[src/rtl/fpalu_pkg.sv]
`timescale 1ns / 1ps

package fpalu_pkg;

    localparam int DEF_WORD_BITS = 32;
    localparam int DEF_FRAC_BITS = 8;

    localparam int CMD_BITS  = 4;
    localparam int USER_BITS = 4;

    localparam logic [CMD_BITS-1:0] CMD_ADD      = 4'd0;
    localparam logic [CMD_BITS-1:0] CMD_SUB      = 4'd1;
    localparam logic [CMD_BITS-1:0] CMD_MUL      = 4'd2;
    localparam logic [CMD_BITS-1:0] CMD_DIV      = 4'd3;
    localparam logic [CMD_BITS-1:0] CMD_MIN      = 4'd4;
    localparam logic [CMD_BITS-1:0] CMD_MAX      = 4'd5;
    localparam logic [CMD_BITS-1:0] CMD_FROM_INT = 4'd6;
    localparam logic [CMD_BITS-1:0] CMD_TO_INT   = 4'd7;
    localparam logic [CMD_BITS-1:0] CMD_INC      = 4'd8;
    localparam logic [CMD_BITS-1:0] CMD_DEC      = 4'd9;

    typedef struct packed {
        logic gt;
        logic lt;
        logic eq;
        logic dz;
        logic neg;
        logic is_div;
    } t_flags;

endpackage

[src/rtl/fpalu_prep.sv]
`timescale 1ns / 1ps

module fpalu_prep #(
    parameter int WORD_BITS = fpalu_pkg::DEF_WORD_BITS,
    parameter int FRAC_BITS = fpalu_pkg::DEF_FRAC_BITS
) (
    input  logic                                i_clk,
    input  logic                                i_rst_n,
    input  logic                                i_valid,
    output logic                                o_ready,
    input  logic [fpalu_pkg::CMD_BITS-1:0]      i_cmd,
    input  logic signed [WORD_BITS-1:0]         i_a,
    input  logic signed [WORD_BITS-1:0]         i_b,
    output logic                                o_valid,
    input  logic                                i_ready,
    output logic [WORD_BITS-1:0]                o_res,
    output logic [WORD_BITS+FRAC_BITS-1:0]      o_num,
    output logic [WORD_BITS-1:0]                o_den,
    output fpalu_pkg::t_flags                   o_flags
);

    localparam int PW = 2 * WORD_BITS;

    logic                               r1_valid;
    logic [fpalu_pkg::CMD_BITS-1:0]     r1_cmd;
    logic signed [WORD_BITS-1:0]        r1_a;
    logic signed [WORD_BITS-1:0]        r1_b;
    logic signed [PW-1:0]               r1_prod;
    logic signed [PW-1:0]               w_prod;

    logic                               r2_valid;
    logic [WORD_BITS-1:0]               r2_res;
    logic [WORD_BITS+FRAC_BITS-1:0]     r2_num;
    logic [WORD_BITS-1:0]               r2_den;
    fpalu_pkg::t_flags                  r2_flags;

    logic                               w_ready1;
    logic                               w_ready2;
    logic [WORD_BITS-1:0]               n_res;
    logic [WORD_BITS-1:0]               w_mag_a;
    logic [WORD_BITS-1:0]               w_mag_b;
    logic                               w_div;
    logic                               w_dz;
    fpalu_pkg::t_flags                  n_flags;

    assign w_ready2 = !r2_valid || i_ready;
    assign w_ready1 = !r1_valid || w_ready2;
    assign o_ready  = w_ready1;
    assign w_prod   = PW'(i_a) * PW'(i_b);

    always_ff @(posedge i_clk) begin
        if (!i_rst_n) begin
            r1_valid <= 1'b0;
        end else if (w_ready1) begin
            r1_valid <= i_valid;
        end
    end

    always_ff @(posedge i_clk) begin
        if (w_ready1 && i_valid) begin
            r1_cmd  <= i_cmd;
            r1_a    <= i_a;
            r1_b    <= i_b;
            r1_prod <= w_prod;
        end
    end

    assign w_mag_a = r1_a[WORD_BITS-1] ? (~r1_a + WORD_BITS'(1)) : r1_a;
    assign w_mag_b = r1_b[WORD_BITS-1] ? (~r1_b + WORD_BITS'(1)) : r1_b;
    assign w_div   = (r1_cmd == fpalu_pkg::CMD_DIV);
    assign w_dz    = w_div && (r1_b == '0);

    always_comb begin
        n_flags.gt     = (r1_a > r1_b);
        n_flags.lt     = (r1_a < r1_b);
        n_flags.eq     = (r1_a == r1_b);
        n_flags.dz     = w_dz;
        n_flags.neg    = r1_a[WORD_BITS-1] ^ r1_b[WORD_BITS-1];
        n_flags.is_div = w_div && !w_dz;
    end

    always_comb begin
        unique case (r1_cmd)
            fpalu_pkg::CMD_ADD:      n_res = r1_a + r1_b;
            fpalu_pkg::CMD_SUB:      n_res = r1_a - r1_b;
            fpalu_pkg::CMD_MUL:      n_res = r1_prod[WORD_BITS+FRAC_BITS-1:FRAC_BITS];
            fpalu_pkg::CMD_MIN:      n_res = n_flags.lt ? r1_a : r1_b;
            fpalu_pkg::CMD_MAX:      n_res = n_flags.gt ? r1_a : r1_b;
            fpalu_pkg::CMD_FROM_INT: n_res = r1_a << FRAC_BITS;
            fpalu_pkg::CMD_TO_INT:   n_res = r1_a >>> FRAC_BITS;
            fpalu_pkg::CMD_INC:      n_res = r1_a + WORD_BITS'(1);
            fpalu_pkg::CMD_DEC:      n_res = r1_a - WORD_BITS'(1);
            default:                 n_res = '0;
        endcase
    end

    always_ff @(posedge i_clk) begin
        if (!i_rst_n) begin
            r2_valid <= 1'b0;
        end else if (w_ready2) begin
            r2_valid <= r1_valid;
        end
    end

    always_ff @(posedge i_clk) begin
        if (w_ready2 && r1_valid) begin
            r2_res   <= n_res;
            r2_num   <= {w_mag_a, {FRAC_BITS{1'b0}}};
            r2_den   <= w_mag_b;
            r2_flags <= n_flags;
        end
    end

    assign o_valid = r2_valid;
    assign o_res   = r2_res;
    assign o_num   = r2_num;
    assign o_den   = r2_den;
    assign o_flags = r2_flags;

endmodule

[config.mk]
export PLATFORM = sky130hd
export DESIGN_NAME = fpalu_prep
export DESIGN_NICKNAME = d
export VERILOG_FILES = /design/src/rtl/fpalu_pkg.sv /design/src/rtl/fpalu_prep.sv
export SDC_FILE = /design/constraint.sdc
export NUM_CORES = 2
export LEC_CHECK = 0
export ABC_AREA = 1
export BUFFER_PORTS_ARGS = -buffer_cell sky130_fd_sc_hd__buf_2
export CAP_MARGIN = 20
export CORE_UTILIZATION = 46
export DETAILED_ROUTE_END_ITERATION = 12
export GPL_TIMING_DRIVEN = 1
export MAX_ROUTING_LAYER = met4
export PLACE_DENSITY = 0.71
export SLEW_MARGIN = 25
export SYNTH_ARGS = -nofsm -noshare
export SYNTH_HDL_FRONTEND = slang
export SYNTH_SLANG_ARGS = --single-unit
export TNS_END_PERCENT = 10
[constraint.sdc]
create_clock -name i_clk -period 13.4 [get_ports i_clk]
set_clock_uncertainty 0.2 [all_clocks]
set_input_delay 1.34 -clock i_clk [delete_from_list [all_inputs] [get_ports i_clk]]
set_output_delay 1.34 -clock i_clk [all_outputs]
set_load 0.01 [all_outputs]
# After elaboration in Yosys (flattened, before gate mapping)
# Cells that the tools add are included.
# word_totals
out_inout_bits,112
in_bits,72
word_cells,55
reg_bits,212
# classes
eq_ne,10
multipliers,1
reduce_logical,11
n_mux,5
bitwise_logic,3
n_lt_le_gt_ge,2
addsub,6
# op_table
cell,n
32-bit case mux with 9 select lines,1
32-bit by 2-bit adder with 32-bit output (second input constant),3
32-bit two-way mux,2
32-bit inverter,2
31-bit two-way mux,2
32-bit by 32-bit multiplier with 40-bit output,1
32-bit adder,1
32-bit equality test,1
32-bit > comparator,1
32-bit zero test,1
32-bit < comparator,1
32-bit by 2-bit subtractor with 32-bit output (second input constant),1
32-bit subtractor,1
4-bit by 3-bit equality test with 1-bit output (second input constant),4
4-bit by 2-bit equality test with 1-bit output (second input constant),2
4-bit equality test (second input constant),2
4-bit by 1-bit equality test with 1-bit output (second input constant),1
1-bit logical AND,4
4-bit zero test,1
1-bit zero test,3
1-bit logical OR,2
1-bit XOR,1

# Depth between registers and ports, before layout
# depth
depth_word,4
depth_mapped,32
ltp_nobuf,30

# Worst setup path after synthesis
# Ideal clock, no wire load.
# synth_path
path_kind,input port to flip-flop
start,in i_a[12]
end,"reg r1_prod[35], data pin"
arrival_time_ps,7352
setup_time_ps,252
t_required_ps,12948
slack_ps,5596
stages,26
path_buffers,2
cell_sequence,clkbuf_1 clkbuf_1 nand2_1 inv_1 fa_1 fa_1 fa_1 inv_1 fa_1 inv_1 fa_1 inv_1 fa_1 inv_1 fa_1 fa_1 ha_1 nand2_1 nor2_1 nand2_1 nor4_1 a21oi_1 o21ai_1 nand2_1 nand3_1 nand2_1
# synth_via
elab_chain_len,1
# synth_rtl
item,line_no,rtl
"start, declared",fpalu_prep.sv:12,"input logic signed [WORD_BITS-1:0] i_a,"
32-bit by 32-bit multiplier with 40-bit output,fpalu_prep.sv:49,assign w_prod = PW'(i_a) * PW'(i_b);
named net w_prod[35],fpalu_prep.sv:29,logic signed [PW-1:0] w_prod;
"end signal, assigned",fpalu_prep.sv:64,r1_prod <= w_prod;
"end, declared",fpalu_prep.sv:28,logic signed [PW-1:0] r1_prod;
# The timed path passes the listed nets, and every way through them passes these cells.
# A chain may end at the register's enable or synchronous reset.

# Worst setup path in the final report
# layout_path
start,in i_b[9]
end,"reg r1_prod[37], data pin"
# layout_via
elab_chain_len,1
# layout_rtl
item,line_no,rtl
"start, declared",fpalu_prep.sv:13,"input logic signed [WORD_BITS-1:0] i_b,"
32-bit by 32-bit multiplier with 40-bit output,fpalu_prep.sv:49,
named net w_prod[37],fpalu_prep.sv:29,
# The timed path passes the listed nets, and every way through them passes these cells.

==> run_results.csv <==
group,metric,value,unit
critical_path,slowest_delay,690,ps
sta,slew_headroom,0.291,
place,place_congestion,1.05,
critical_path,arrival,8410,ps
die,die_w,292,microns
die,io_pins,184,
critical_path,cp_num_buf_inv,6,
yosys,syn_area_per_cell,7.69,sq um
min_path,worstHoldStart,"r1_valid",
drt,drtIter0Drc,2994,
drt,dr_total_vias,33400,
drt,ant_nets,0,
clock_network,cts.path.max_buffers,3,
finish,syn_to_final_growth,6.37,%
die,row_count,106,
yosys,ys.flop_type,"edfxtp_1",
drt,wl_per_cell,20.9,microns
status,status,"completed",
critical_path,path_depth,22,
yosys,synth-seq-area-share,0.157,
drt,wl,129,mm
sta,finalHoldViolations,0,
critical_path,crit_slowest_cell,"buf_2",
yosys,netlist.area_leader.share,0.332,
yosys,syn_inst,5043,
yosys,synth-edff-count,202,
yosys,synth_top_area_cell,"fa_1",
sta,timing.fmax,120,MHz
critical_path,path_common_cell,"fa_1",
clock_network,cts_resized,0,
yosys,yosysUniqueCellTypes,55,
critical_path,critPathLaunch,"i_b[9]",
clock_network,clkSinkCount,204,
min_path,holdPathStages,2,
place,place_hpwl,101,mm
finish,final_cell_mix,"inv_1 (1345), nand2_1 (1302), fa_1 (644)",
yosys,ys_seq_elements,204,
die,die_y,292,microns
global_routing,grt_overflow,0,
clock_network,root_buffer,"clkbuf_16",
sta,setup_tns,0,ps
critical_path,critical_path_class,"in -> reg",
yosys,synthTopCellsByArea,"fa_1 (33%), edfxtp_1 (16%), inv_1 (13%), nand2_1 (13%), ha_1 (7.1%)",
sta,tightest_slew,1060,ps
flow_run,max-cap-violations,0,
clock_network,clk_pin_slew,60,ps
sta,post-route-period-util,0.619,
yosys,ys_warn_count,0,
drt,firstDrtPassIters,6,
critical_path,rr_worst_depth,21,
critical_path,rr_startpoint,"r1_b[1]",
yosys,syn_area,0.0388,sq mm
global_routing,grt_pass1_wl,199,mm
critical_path,crit_chain,"buf_2 -> nand2_1 -> fa_1 -> inv_1 -> fa_1 -> inv_1 -> fa_1 -> inv_1 -> fa_1 -> inv_1 -> fa_1 -> fa_1 -> fa_1 -> fa_1 -> inv_1 -> ha_1 -> a21o_1 -> a31oi_1 -> o21ai_0 -> a31oi_1 -> nand3_1 -> xor2_1",
critical_path,rr_endpoint,"o_res[30]",
min_path,hold_end,"r1_valid",
die,start_util,0.464,
drt,drc,0,
clock_network,cts_setup_buffers,0,
clock_network,ctsHoldBuffers,0,
die,core,0.0836,sq mm
sta,finalCriticalPeriod,8300,ps
clock_network,tritoncts,"yes",
place,place_inst,6135,
critical_path,r2r_slack,8520,ps
global_routing,grt_pass1_vias,34300,
global_routing,grt_max_degree,75,
clock_network,cts_buffers,24,
drt,viasPerCell,5.40,
finish,fill_cells,8228,
finish,drive_gt1_frac,0.0616,
finish,finalNonFillerCells,6181,
critical_path,cp-end-kind,"flip-flop",
global_routing,grt_util_all_layers,0.317,
clock_network,clk_latency,580,ps
global_routing,antenna_found_initial,3,
critical_path,cp-start-kind,"primary input",
sta,slew_violations,0,
min_path,worst_hold_path_type,"reg -> reg",
yosys,async_flop_share,0,
finish,mostFrequentLayoutCell,"inv_1",
sta,rsz0062_at_grt,"no",
clock_network,h-tree-depth,1,
critical_path,worstPathMaxFanout,32,
critical_path,crit_family,"adder cells",
sta,setup_viol,0,
critical_path,required,13510,ps
die,dieArea,0.0855,sq mm
finish,nNetsFinal,6017,
place,portBuffers,175,
[cells in the mapped netlist, types with 9 or more instances]
library cell	n
o21a_1	9
o211ai_1	17
nand2_1	1302
xor2_1	83
edfxtp_1	202
nand4_1	40
buf_4	9
ha_1	220
nand2_2	15
nand3b_1	16
a21oi_1	133
or2_2	13
a31oi_1	18
xnor2_1	29
inv_1	1348
a21o_1	14
fa_1	644
nand3_1	174
nor3_1	19
nor2_2	19
o21bai_1	17
nor2_1	296
buf_1	11
a221oi_1	23
o21ai_0	130
clkbuf_1	164
[state kept, by name, summed over array words and instances (netlist names)]
signal and count:
o_den 32, o_num 32, o_res 32, r1_a 32, r1_b 32, r1_prod 32
o_flags 6, r1_cmd 4, o_valid 1, r1_valid 1
[worst max-delay path by stage]
stage             endpoint
3_5_place_dp   r1_prod[37]
4_1_cts        r1_prod[37]
6_report       r1_prod[37]
3_3_place_gp   r1_prod[37]
2_1_floorplan  r1_prod[35]
5_1_grt        r1_prod[35]
[per-layer routing]
layer | track usage | routed length, microns | part of all wire
met4 | 0.136 | 6550 | 0.051
met3 | 0.0426 | 12100 | 0.094
met5 | - | 0 | 0
met2 | 0.516 | 60800 | 0.47
met1 | 0.396 | 50000 | 0.39
[metrics by stage]
stage                     setup WS (ps)  area, sq um   util  hold slack, ps
final                              5100        41300  0.494             337
after global placement             4610        40400  0.484             308
after CTS                          5090        41300  0.494             337
after global routing               4820        41300  0.494             366
after floorplan                    5600        38800      -             247
after detailed placement           4500        40400  0.484             331
[layout make-up]
cell class | count | area (sq um) | share of cell area
Timing Repair Buffer | 198 | 1050 | 0.0254
Clock buffer | 26 | 629 | 0.0152
Clock inverter | 18 | 203 | 0.00491
Multi-Input combinational cell | 3295 | 26800 | 0.650
Inverter | 1358 | 5100 | 0.124
Sequential cell | 204 | 6110 | 0.148
Antenna cell | 2 | 5.00 | 0.000121
Tap cell | 1080 | 1350 | 0.0327
[worst reg2reg max path, delay by kind of cell, from the launching register on]
| family | cells | cell delay (ps) |
|---|---|---|
| adder cells (fa/ha/maj) | 2 | 640 |
| flip-flops | 1 | 440 |
| AO/OA/AOI/OAI | 5 | 830 |
| buffers and inverters | 2 | 320 |
| XOR/XNOR | 1 | 250 |
| AND/OR/NAND/NOR | 11 | 1910 |
[logic make-up (layout without fill, tap and decap cells)]
family | after synthesis | after routing | synth area share
buf+inv | 1551 | 1600 | 0.152
fa+ha+maj | 864 | 864 | 0.403
simple gates | 1923 | 1923 | 0.204
xor+xnor | 112 | 112 | 0.0253
other cells | 1 | 10 | 0.0000966
flops | 204 | 204 | 0.157
compound gates | 388 | 388 | 0.0581
Power is left out: the tool's default activity adds up to more than one toggle a clock period on the data nets, which glitch-free logic cannot reach.
