[src/rtl/fpalu_pkg.sv]
`timescale 1ns / 1ps

package fpalu_pkg;

    localparam int DEF_WORD_BITS = 32;
    localparam int DEF_FRAC_BITS = 8;

    localparam int CMD_BITS  = 4;
    localparam int USER_BITS = 4;

    localparam logic [CMD_BITS-1:0] CMD_ADD      = 4'd0;
    localparam logic [CMD_BITS-1:0] CMD_SUB      = 4'd1;
    localparam logic [CMD_BITS-1:0] CMD_MUL      = 4'd2;
    localparam logic [CMD_BITS-1:0] CMD_DIV      = 4'd3;
    localparam logic [CMD_BITS-1:0] CMD_MIN      = 4'd4;
    localparam logic [CMD_BITS-1:0] CMD_MAX      = 4'd5;
    localparam logic [CMD_BITS-1:0] CMD_FROM_INT = 4'd6;
    localparam logic [CMD_BITS-1:0] CMD_TO_INT   = 4'd7;
    localparam logic [CMD_BITS-1:0] CMD_INC      = 4'd8;
    localparam logic [CMD_BITS-1:0] CMD_DEC      = 4'd9;

    typedef struct packed {
        logic gt;
        logic lt;
        logic eq;
        logic dz;
        logic neg;
        logic is_div;
    } t_flags;

endpackage

[src/rtl/fpalu_cell.sv]
`timescale 1ns / 1ps

module fpalu_cell #(
    parameter int WORD_BITS = fpalu_pkg::DEF_WORD_BITS,
    parameter int FRAC_BITS = fpalu_pkg::DEF_FRAC_BITS
) (
    input  logic                            i_clk,
    input  logic                            i_rst_n,
    input  logic                            i_valid,
    output logic                            o_ready,
    input  logic [WORD_BITS-1:0]            i_rem,
    input  logic [WORD_BITS+FRAC_BITS-1:0]  i_num,
    input  logic [WORD_BITS-1:0]            i_quo,
    input  logic [WORD_BITS-1:0]            i_den,
    input  logic [WORD_BITS-1:0]            i_res,
    input  fpalu_pkg::t_flags               i_flags,
    output logic                            o_valid,
    input  logic                            i_ready,
    output logic [WORD_BITS-1:0]            o_rem,
    output logic [WORD_BITS+FRAC_BITS-1:0]  o_num,
    output logic [WORD_BITS-1:0]            o_quo,
    output logic [WORD_BITS-1:0]            o_den,
    output logic [WORD_BITS-1:0]            o_res,
    output fpalu_pkg::t_flags               o_flags
);

    localparam int NB = WORD_BITS + FRAC_BITS;

    logic                   r_valid;
    logic [WORD_BITS-1:0]   r_rem;
    logic [NB-1:0]          r_num;
    logic [WORD_BITS-1:0]   r_quo;
    logic [WORD_BITS-1:0]   r_den;
    logic [WORD_BITS-1:0]   r_res;
    fpalu_pkg::t_flags      r_flags;

    logic [WORD_BITS:0]     w_trial;
    logic [WORD_BITS:0]     w_diff;
    logic                   w_ge;
    logic                   w_ready;
    logic [WORD_BITS-1:0]   n_rem;

    // One restoring step: bring down the next numerator bit and subtract if it fits.
    assign w_trial = {i_rem, i_num[NB-1]};
    assign w_diff  = w_trial - {1'b0, i_den};
    assign w_ge    = (w_trial >= {1'b0, i_den});
    assign n_rem   = w_ge ? w_diff[WORD_BITS-1:0] : w_trial[WORD_BITS-1:0];
    assign w_ready = !r_valid || i_ready;

    always_ff @(posedge i_clk) begin
        if (!i_rst_n) begin
            r_valid <= 1'b0;
        end else if (w_ready) begin
            r_valid <= i_valid;
        end
    end

    always_ff @(posedge i_clk) begin
        if (w_ready && i_valid) begin
            r_rem   <= n_rem;
            r_num   <= {i_num[NB-2:0], 1'b0};
            r_quo   <= {i_quo[WORD_BITS-2:0], w_ge};
            r_den   <= i_den;
            r_res   <= i_res;
            r_flags <= i_flags;
        end
    end

    assign o_ready = w_ready;
    assign o_valid = r_valid;
    assign o_rem   = r_rem;
    assign o_num   = r_num;
    assign o_quo   = r_quo;
    assign o_den   = r_den;
    assign o_res   = r_res;
    assign o_flags = r_flags;

endmodule

[config.mk]
export PLATFORM = sky130hd
export DESIGN_NAME = fpalu_cell
export DESIGN_NICKNAME = d
export VERILOG_FILES = /design/src/rtl/fpalu_pkg.sv /design/src/rtl/fpalu_cell.sv
export SDC_FILE = /design/constraint.sdc
export NUM_CORES = 1
export LEC_CHECK = 0
export ABC_CLOCK_PERIOD_IN_PS = 4700
export BUFFER_PORTS_ARGS = -buffer_cell sky130_fd_sc_hd__buf_2
export CORE_MARGIN = 2
export CORE_UTILIZATION = 42
export CTS_CLUSTER_SIZE = 30
export DETAILED_ROUTE_END_ITERATION = 8
export MAX_ROUTING_LAYER = met4
export PLACE_DENSITY = 0.78
export REMOVE_ABC_BUFFERS = 1
export SYNTH_ARGS = -nofsm -noshare
export SYNTH_HDL_FRONTEND = slang
export SYNTH_SLANG_ARGS = --single-unit
[constraint.sdc]
create_clock -name i_clk -period 4.7 [get_ports i_clk]
set_clock_uncertainty 0.1 [all_clocks]
set_input_delay 0.235 -clock i_clk [delete_from_list [all_inputs] [get_ports i_clk]]
set_output_delay 0.235 -clock i_clk [all_outputs]
set_load 0.005 [all_outputs]
## After elaboration in Yosys (flattened, before gate mapping)

Cells that the tools add are included.

| word-level totals | value |
|---|---|
| logic and storage cells | 18 |
| flip-flop bits (word level) | 174 |

| operators by class | value |
|---|---|
| reductions and logical operators | 3 |
| $lt $le $gt $ge | 1 |
| add/subtract/negate cells | 1 |
| mux-type cells | 1 |

Operators by type and width:

| cell | count |
|---|---|
| >= comparator 33 x 32 -> 1 bit | 1 |
| 2-to-1 mux 32 bit | 1 |
| subtractor 32 bit | 1 |
| logical AND 1 bit | 1 |
| zero test 1 bit | 1 |
| logical OR 1 bit | 1 |

## Depth between registers and ports, before layout

Gate-level depths: netlist (run 1).

| depth | value |
|---|---|
| word-level depth | 3 |
| gate-level depth with buffers | 13 |

## Worst setup path before layout (run 1)

No wires, ideal clock.

| timing | value |
|---|---|
| path type | register to register |
| start | register r_valid (netlist: o_valid) |
| end | register r_den[0] (netlist: o_den[0]) (enable) |
| required time | 4.046 ns |
| cell stages (with the launch flop) | 3 |
| path buffers | 0 |
| clock period less this slack | 5.047 ns |
| arrival time | 4.393 ns |
| setup slack | -0.347 ns |
| library setup time | 0.554 ns |
| path through | dfxtp_1 nand2b_1 and2_1 |

| between the ends | value |
|---|---|
| word-level cells in the longest chain between the ends | 3 |

Ends and longest elaborated chain:

| what | line | text |
|---|---|---|
| start, declared | fpalu_cell.sv:29 | `logic r_valid;` |
| start signal, assigned | fpalu_cell.sv:54 | `r_valid <= i_valid;` |
| zero test 1 bit | fpalu_cell.sv:48 | `assign w_ready = !r_valid \|\| i_ready;` |
| logical OR 1 bit | fpalu_cell.sv:48 |  |
| via o_ready | fpalu_cell.sv:10 | `output logic o_ready,` |
| logical AND 1 bit | fpalu_cell.sv:59 | `if (w_ready && i_valid) begin` |
| end signal, assigned | fpalu_cell.sv:63 | `r_den <= i_den;` |
| end, declared | fpalu_cell.sv:33 | `logic [WORD_BITS-1:0] r_den;` |

The timed path passes the listed nets, and every way through them passes these cells.
A chain may end at the register's enable or synchronous reset.

## Worst setup path in the final report (run 1)

| timing | value |
|---|---|
| start | input port i_den[0] |
| end | register r_rem[30] (netlist: o_rem[30]) (data pin) |

| between the ends | value |
|---|---|
| word-level cells in the longest chain between the ends | 2 |

Ends and longest elaborated chain:

| what | line | text |
|---|---|---|
| start, declared | fpalu_cell.sv:14 | `input logic [WORD_BITS-1:0] i_den,` |
| subtractor 32 bit or >= comparator 33 x 32 -> 1 bit (tied branches) | fpalu_cell.sv:45, fpalu_cell.sv:46 |  |
| 2-to-1 mux 32 bit (*) | fpalu_cell.sv:47 | `assign n_rem = w_ge ? w_diff[WORD_BITS-1:0] : w_trial[WORD_BITS-1:0];` |
| via n_rem[30] | fpalu_cell.sv:41 | `logic [WORD_BITS-1:0] n_rem;` |
| end signal, assigned | fpalu_cell.sv:60 | `r_rem <= n_rem;` |
| end, declared | fpalu_cell.sv:30 | `logic [WORD_BITS-1:0] r_rem;` |

The timed path passes the listed nets; every way through them passes the cells marked *.

==> results of run 1 <==
kinds of logic (layout without fill, tap and decap cells):
logic type	after synthesis	count (layout)	share of synthesized area [%]
flip-flops	174	174	70.11
multiplexers	12	12	1.783
other	1	6	0.05041
AO/OA/AOI/OAI	119	119	10.08
XOR/XNOR	27	27	3.179
AND/OR/NAND/NOR	100	100	6.106
buffers and inverters	55	568	3.045
adder cells (fa/ha/maj)	33	33	5.652
cell usage after synthesis, types with 3 or more instances:
master,instances
nor4_1,4
buf_2,4
ha_1,32
inv_1,39
nand4_1,7
nand2_1,28
buf_4,4
a21o_1,13
clkbuf_1,8
mux2_2,6
o211ai_1,4
xnor2_1,15
nor2_1,37
mux2_1,4
a21oi_1,55
a211oi_1,3
edfxtp_1,173
xor2_1,12
o21ai_0,15
o21a_1,6
o21bai_1,3
nand3_1,8
and2_1,3
nand2b_1,5
flip-flops by register name (all words and copies together), names as in the netlist:
name,flops
o_den,32
o_flags,6
o_num,39
o_quo,32
o_rem,32
o_res,32
o_valid,1
power by group through the flow:
| stage | logic (mW) | registers [mW] | clock network, mW |
|---|---|---|---|
| 5_1_grt | 0.757 | 1.89 | 1.44 |
| 3_3_place_gp | 0.575 | 1.90 | 0 |
| 6_report | 0.695 | 1.88 | 1.36 |
| 2_1_floorplan | 0.287 | 1.94 | 0 |
| 3_5_place_dp | 0.586 | 1.91 | 0 |
| 4_1_cts | 0.689 | 1.88 | 1.38 |
area by class of cell:
type	count	area [um2]	share of cell area, %
Clock buffer	18	429.2	3.749
Clock inverter	14	141.4	1.235
Inverter	39	146.4	1.279
Sequential cell	174	5215	45.56
Antenna cell	5	12.51	0.1093
Timing Repair Buffer	497	3221	28.14
Multi-Input combinational cell	292	1999	17.47
Tap cell	225	281.5	2.460
placed cells by master (no fill, tap or decap), types with 5 or more instances in the layout:
cell | synthesis | layout
a21o_1 | 13 | 13
a21oi_1 | 55 | 55
buf_2 | 4 | 351
clkbuf_16 | 0 | 17
clkinv_4 | 0 | 5
diode_2 | 0 | 5
dlygate4sd3_1 | 0 | 142
edfxtp_1 | 173 | 173
ha_1 | 32 | 32
inv_1 | 39 | 39
mux2_2 | 6 | 6
nand2_1 | 28 | 28
nand2b_1 | 5 | 5
nand3_1 | 8 | 8
nand4_1 | 7 | 7
nor2_1 | 37 | 37
o21a_1 | 6 | 6
o21ai_0 | 15 | 15
xnor2_1 | 15 | 15
xor2_1 | 12 | 12
what timing repair did:
action,CTS,global route
hold endpoints to repair,141,0
hold buffers,142,0
resized for setup,0,0
metal layers:
layer	global-route usage, %	routed length, um	vias up
met4	13.00	1168	0
met3	7.926	1830	64
li1	-	-	2957
met5	-	0	-
met2	41.02	11670	300
met1	30.23	9698	2967
worst min-delay path by stage:
stage / startpoint / end / slack, ns
global placement: i_res[14] / o_res[14]$_DFFE_PP_ / 0.31
detailed placement: i_quo[17] / o_quo[18]$_DFFE_PP_ / 0.31
global route: i_rem[25] / o_rem[26]$_DFFE_PP_ / 0.01
floorplan: i_den[0] / o_den[0]$_DFFE_PP_ / 0.23
finish: i_rem[29] / o_rem[30]$_DFFE_PP_ / 0.01
CTS: i_rem[29] / o_rem[30]$_DFFE_PP_ / 0.002
==> qor.yml, run 1 <==
layout:
  layout.nets: 1232
  final_util_pct: 66.17
  fillers: 1252
  stdcell_count: 1264
  syn_to_final_growth_pct: 53.88
  design_area_mm2: 0.01145
  drive_gt1_share_pct: 38.49
synthesis:
  ys_seq_area_share_pct: 70.11
  synth_top_cell_area_share_pct: 69.84
  synth-seq-cells: 174
  synthArstFlopShare_pct: 0
  synth_area_leaders: "edfxtp_1 (70%), ha_1 (5.4%), a21oi_1 (3.7%)"
  syn_inst: 521
  ys_types: 50
  synth_edf_count: 173
  synth_area_per_cell_um2: 14.28
  synth_warnings: 0
  yosysTopAreaCell: "edfxtp_1"
  synth_ff_type: "edfxtp_1"
  synth_area_mm2: 0.007438
critical_path:
  r2r_end: "o_rem[0]$_DFFE_PP_"
  crit_type: "input port to flop"
  setup.worst_path.end: "o_rem[30]$_DFFE_PP_"
  cp.depth: 13
  cp_top_family: "compound AO/OA/AOI/OAI gates"
  cp-startpoint: "i_den[0]"
  crit_slowest_cell: "dlygate4sd3_1"
  setup.worst_path.start_class: "input port"
  crit_top_cell: "a21oi_1"
  regToRegStartpoint: "o_valid$_SDFFE_PN0N_"
  reg2regPathDepth: 3
  critPathRequiredTime_ns: 4.79
  reg2reg_slack_ns: 2.52
  cp-end-kind: "flop"
  worstPathMaxFanout: 3
  crit_chain: "dlygate4sd3_1 -> buf_2 -> ha_1 -> fa_1 -> nand2b_1 -> a21oi_1 -> o2111ai_1 -> o311a_1 -> a21oi_1 -> a21oi_1 -> o41ai_1 -> xor2_1 -> mux2_1"
  critPathBufInv: 2
  arrival_ns: 3.78
  max_stage_delay_ns: 0.53
global_route:
  antenna_found_initial: 5
  grt-ovfl-total: 0
  grt_pass1_vias: 6377
  grt_max_degree: 144
  grt_use_total_pct: 26.01
  grt_pass1_wl_um: 34920
outcome:
  status: "finished clean"
placed_design:
  dp_hpwl_um: 16910
  dpl.cell_count: 1085
  pre_cts_slack_ns: 1.109
  portBuffers: 351
  postPlaceCellArea_mm2: 0.009442
  routabilityCongestion: 0.8474
clock_tree:
  cts_htree_levels: 4
  post_cts_buffers: 0
  cts_root_buf: "clkbuf_16"
  clock_latency_ns: 0.43
  cts_buffer_depth: 2
  clkTransAtPathRegs_ns: 0.08
  cts.sinks: 174
  numCtsBuffers: 17
  cts_tree: "done"
drt:
  wirelength_um: 24370
  remaining_drc_errors: 0
  num_vias: 6288
  wire_per_inst_um: 19.28
  post_drt_via_cell_ratio: 4.975
  ant_nets: 0
  drtPass1Iterations: 5
  drtIter0Drc: 346
die:
  io_pins: 354
  rows: 48
  dieArea_mm2: 0.01879
  core_area_mm2: 0.01730
  die_w_um: 137.1
  die_y_um: 137.1
  initial_core_util_pct: 43.00
power:
  pwr-share-comb_pct: 17.7
  seqPwrFrac_pct: 47.7
  switchingPower_mw: 1.040
  intPower_mw: 2.891
  ir_worst_vdd_v: 0.0002351
  total_power_mw: 3.931
  p_per_area_mw_per_mm2: 343.4
  leakagePower_nw: 5.020
  power_frac_clock_pct: 34.6
  power_switching_share_pct: 26.46
sta:
  max_freq_mhz: 270.9
  hold_viol: 0
  relSlewSlack_pct: 45.72
  fin_crit_sh_pct: 78.55
  fin_tns_setup_ns: 0
  finalSetupViolCount: 0
  drv_slew: 0
  tightest_slew_ns: 0.8142
  setup_ws_ns: 1.008
  hold_slack_ns: 0.01305
  period_minus_slack_ns: 3.692
  rsz0062_at_grt: "false"
min_path:
  hold_path_depth: 2
  hp-class: "input port to flop"
job:
  drv_cap: 0
Power figures use the tool's default switching activity.
==> run 2: changes to the inputs <==
--- a/config.mk
+++ b/config.mk
@@ -5,7 +5,7 @@
 export SDC_FILE = /design/constraint.sdc
 export NUM_CORES = 1
 export LEC_CHECK = 0
-export ABC_CLOCK_PERIOD_IN_PS = 4700
+export ABC_CLOCK_PERIOD_IN_PS = 3300
 export BUFFER_PORTS_ARGS = -buffer_cell sky130_fd_sc_hd__buf_2
 export CORE_MARGIN = 2
 export CORE_UTILIZATION = 42
==> constraint.sdc (replaced) <==
create_clock -name i_clk -period 3.3 [get_ports i_clk]
set_clock_uncertainty 0.1 [all_clocks]
set_input_delay 0.165 -clock i_clk [delete_from_list [all_inputs] [get_ports i_clk]]
set_output_delay 0.165 -clock i_clk [all_outputs]
set_load 0.005 [all_outputs]
==> run 2 against run 1 <==
Total power up 46%. Via count rose by 5.1%. Hold slack worse by 0.0064 ns. First-iteration DRC count increased by 31%. Design area increased by 5.3%. Critical endpoint is now o_rem[7]$_DFFE_PP_. Critical path type unchanged. Routed wire length rose by 7.5%. Core utilization rose by 3.5 points. Count of clock-buffer cells in the layout unchanged. Largest cell class unchanged.
==> qor.yml, run 2 (synthesis results as in run 1) <==
critical_path:
  worstPathMaxFanout: 5
  setup.worst_path.start_class: "input port"
  cp-end-kind: "flop"
  crit_slowest_cell: "or4_1"
  critPathBufInv: 4
  crit_chain: "dlygate4sd3_1 -> buf_2 -> ha_4 -> nand4_1 -> or4_1 -> a21oi_2 -> nor3_2 -> a211oi_2 -> o21ai_2 -> o31ai_4 -> buf_4 -> buf_12 -> mux2_2"
  cp.depth: 13
  reg2regPathDepth: 3
  cp_top_family: "buffers and inverters"
  critPathRequiredTime_ns: 3.38
  regToRegStartpoint: "o_valid$_SDFFE_PN0N_"
  arrival_ns: 3.31
  max_stage_delay_ns: 0.54
  crit_type: "input port to flop"
  reg2reg_slack_ns: 1.65
  r2r_end: "o_rem[3]$_DFFE_PP_"
power:
  p_per_area_mw_per_mm2: 476.0
  switchingPower_mw: 1.534
  ir_worst_vdd_v: 0.0003406
  power_switching_share_pct: 26.75
  pwr-share-comb_pct: 19.4
  power_frac_clock_pct: 34.0
  leakagePower_nw: 5.309
  intPower_mw: 4.201
  seqPwrFrac_pct: 46.6
  total_power_mw: 5.736
layout:
  largest_reg_flops: 39
  final_cell_mix: "buf_2 (341), edfxtp_1 (173), dlygate4sd3_1 (157)"
  fillers: 1186
  final_common_cell: "buf_2"
  syn_to_final_growth_pct: 61.99
  layout.nets: 1270
  drive_gt1_share_pct: 39.74
  design_area_mm2: 0.01205
die:
  dieArea_mm2: 0.01879
  core_area_mm2: 0.01730
  rows: 48
  io_pins: 354
  die_y_um: 137.1
  initial_core_util_pct: 43.00
  die_w_um: 137.1
clock_tree:
  numCtsBuffers: 17
  cts.sinks: 174
  clock_latency_ns: 0.43
  clkTransAtPathRegs_ns: 0.07
  cts_htree_levels: 4
  cts_root_buf: "clkbuf_16"
  cts_tree: "done"
  cts_buffer_depth: 2
global_route:
  grt_use_met3_pct: 6.741
  grt-ovfl-total: 0
  globalRouteMet2Util_pct: 44.72
  use_met1_pct: 30.83
  grt_pass1_wl_um: 35960
  grt_max_degree: 106
  grt_use_total_pct: 26.83
  antenna_found_initial: 6
  top_usage_layer: "met2"
  grt_pass1_vias: 6440
sta:
  drv_slew: 0
  finalSetupViolCount: 0
  hold_viol: 0
  fin_tns_setup_ns: 0
  relSlewSlack_pct: 60.50
  tightest_slew_ns: 0.5925
  fin_crit_sh_pct: 97.99
  setup_ws_ns: 0.06647
  max_freq_mhz: 309.3
  period_minus_slack_ns: 3.234
outcome:
  status: "finished clean"
placed_design:
  pre_cts_slack_ns: -0.08774
  portBuffers: 351
  dp_hpwl_um: 17420
  routabilityCongestion: 0.8507
  postPlaceCellArea_mm2: 0.009614
min_path:
  hp-class: "input port to flop"
  min_to: "o_rem[9]$_DFFE_PP_"
  hp-start: "i_rem[8]"
  hold_path_depth: 3
drt:
  ant_nets: 0
  drtIter0Drc: 454
  post_drt_via_cell_ratio: 5.069
  num_vias: 6610
  remaining_drc_errors: 0
  drtPass1Iterations: 5
  wire_per_inst_um: 20.08
  wirelength_um: 26190
job:
  drv_cap: 0
run 2: final cells by class:
type	instances	area [um2]	area share, %
repair buffers	535	3699	30.70
well taps	225	281.5	2.336
clock buffers	18	429.2	3.562
multi-input cells	292	2116	17.56
flip-flops and latches	174	5215	43.28
diodes	7	17.52	0.1454
clock inverters	14	145.1	1.205
inverters	39	146.4	1.215
run 2: layer usage:
layer	part of all wire (%)	vias up	routed length, um
met5	0	-	0
met4	3.6	0	944
met1	38	3172	10060
li1	-	3033	-
met2	50	341	13190
met3	7.6	64	1994
run 2: worst reg2reg max path: stages, from the launching register on:
cell and delay, ns:
dfxtp_1 0.33, nand2b_1 0.13, and2_4 0.20, buf_12 0.43
run 2: power by group through the flow:
stage	sequential [mW]	clock [mW]	combinational [mW]
after global placement	2.71	0	0.862
final	2.67	1.95	1.11
after CTS	2.67	1.98	1.05
after floorplan	2.76	0	0.408
after global routing	2.68	2.06	1.20
after detailed placement	2.72	0	0.881
run 2: per-stage QoR:
| step | util, % | cells | hold slack, ns |
|---|---|---|---|
| 4_1_cts | 68.34 | 1298 | 0.003324 |
| 2_1_floorplan | - | 505 | 0.1639 |
| 5_1_grt | 69.65 | 1303 | 0.03421 |
| 6_report | 69.66 | 1304 | 0.006695 |
| 3_5_place_dp | 55.58 | 1103 | 0.2433 |
| 3_3_place_gp | 55.58 | 1103 | 0.2419 |
run 2: worst max path at each step:
| stage | startpoint | end |
|---|---|---|
| 4_1_cts | i_rem[17] | o_rem[7]$_DFFE_PP_ |
| 5_1_grt | i_rem[10] | o_rem[7]$_DFFE_PP_ |
| 3_3_place_gp | i_num[39] | o_rem[30]$_DFFE_PP_ |
| 6_report | i_rem[5] | o_rem[7]$_DFFE_PP_ |
| 3_5_place_dp | i_num[39] | o_rem[30]$_DFFE_PP_ |
| 2_1_floorplan | o_valid$_SDFFE_PN0N_ | o_den[0]$_DFFE_PP_ |
run 2: what timing repair did:
item / 4_1_cts / 5_1_grt
resized for setup: 0 / 21
buffers inserted: 0 / 4
endpoints found under the hold margin: 162 / 2
hold buffers: 163 / 2
endpoints found under the setup margin: 0 / 17
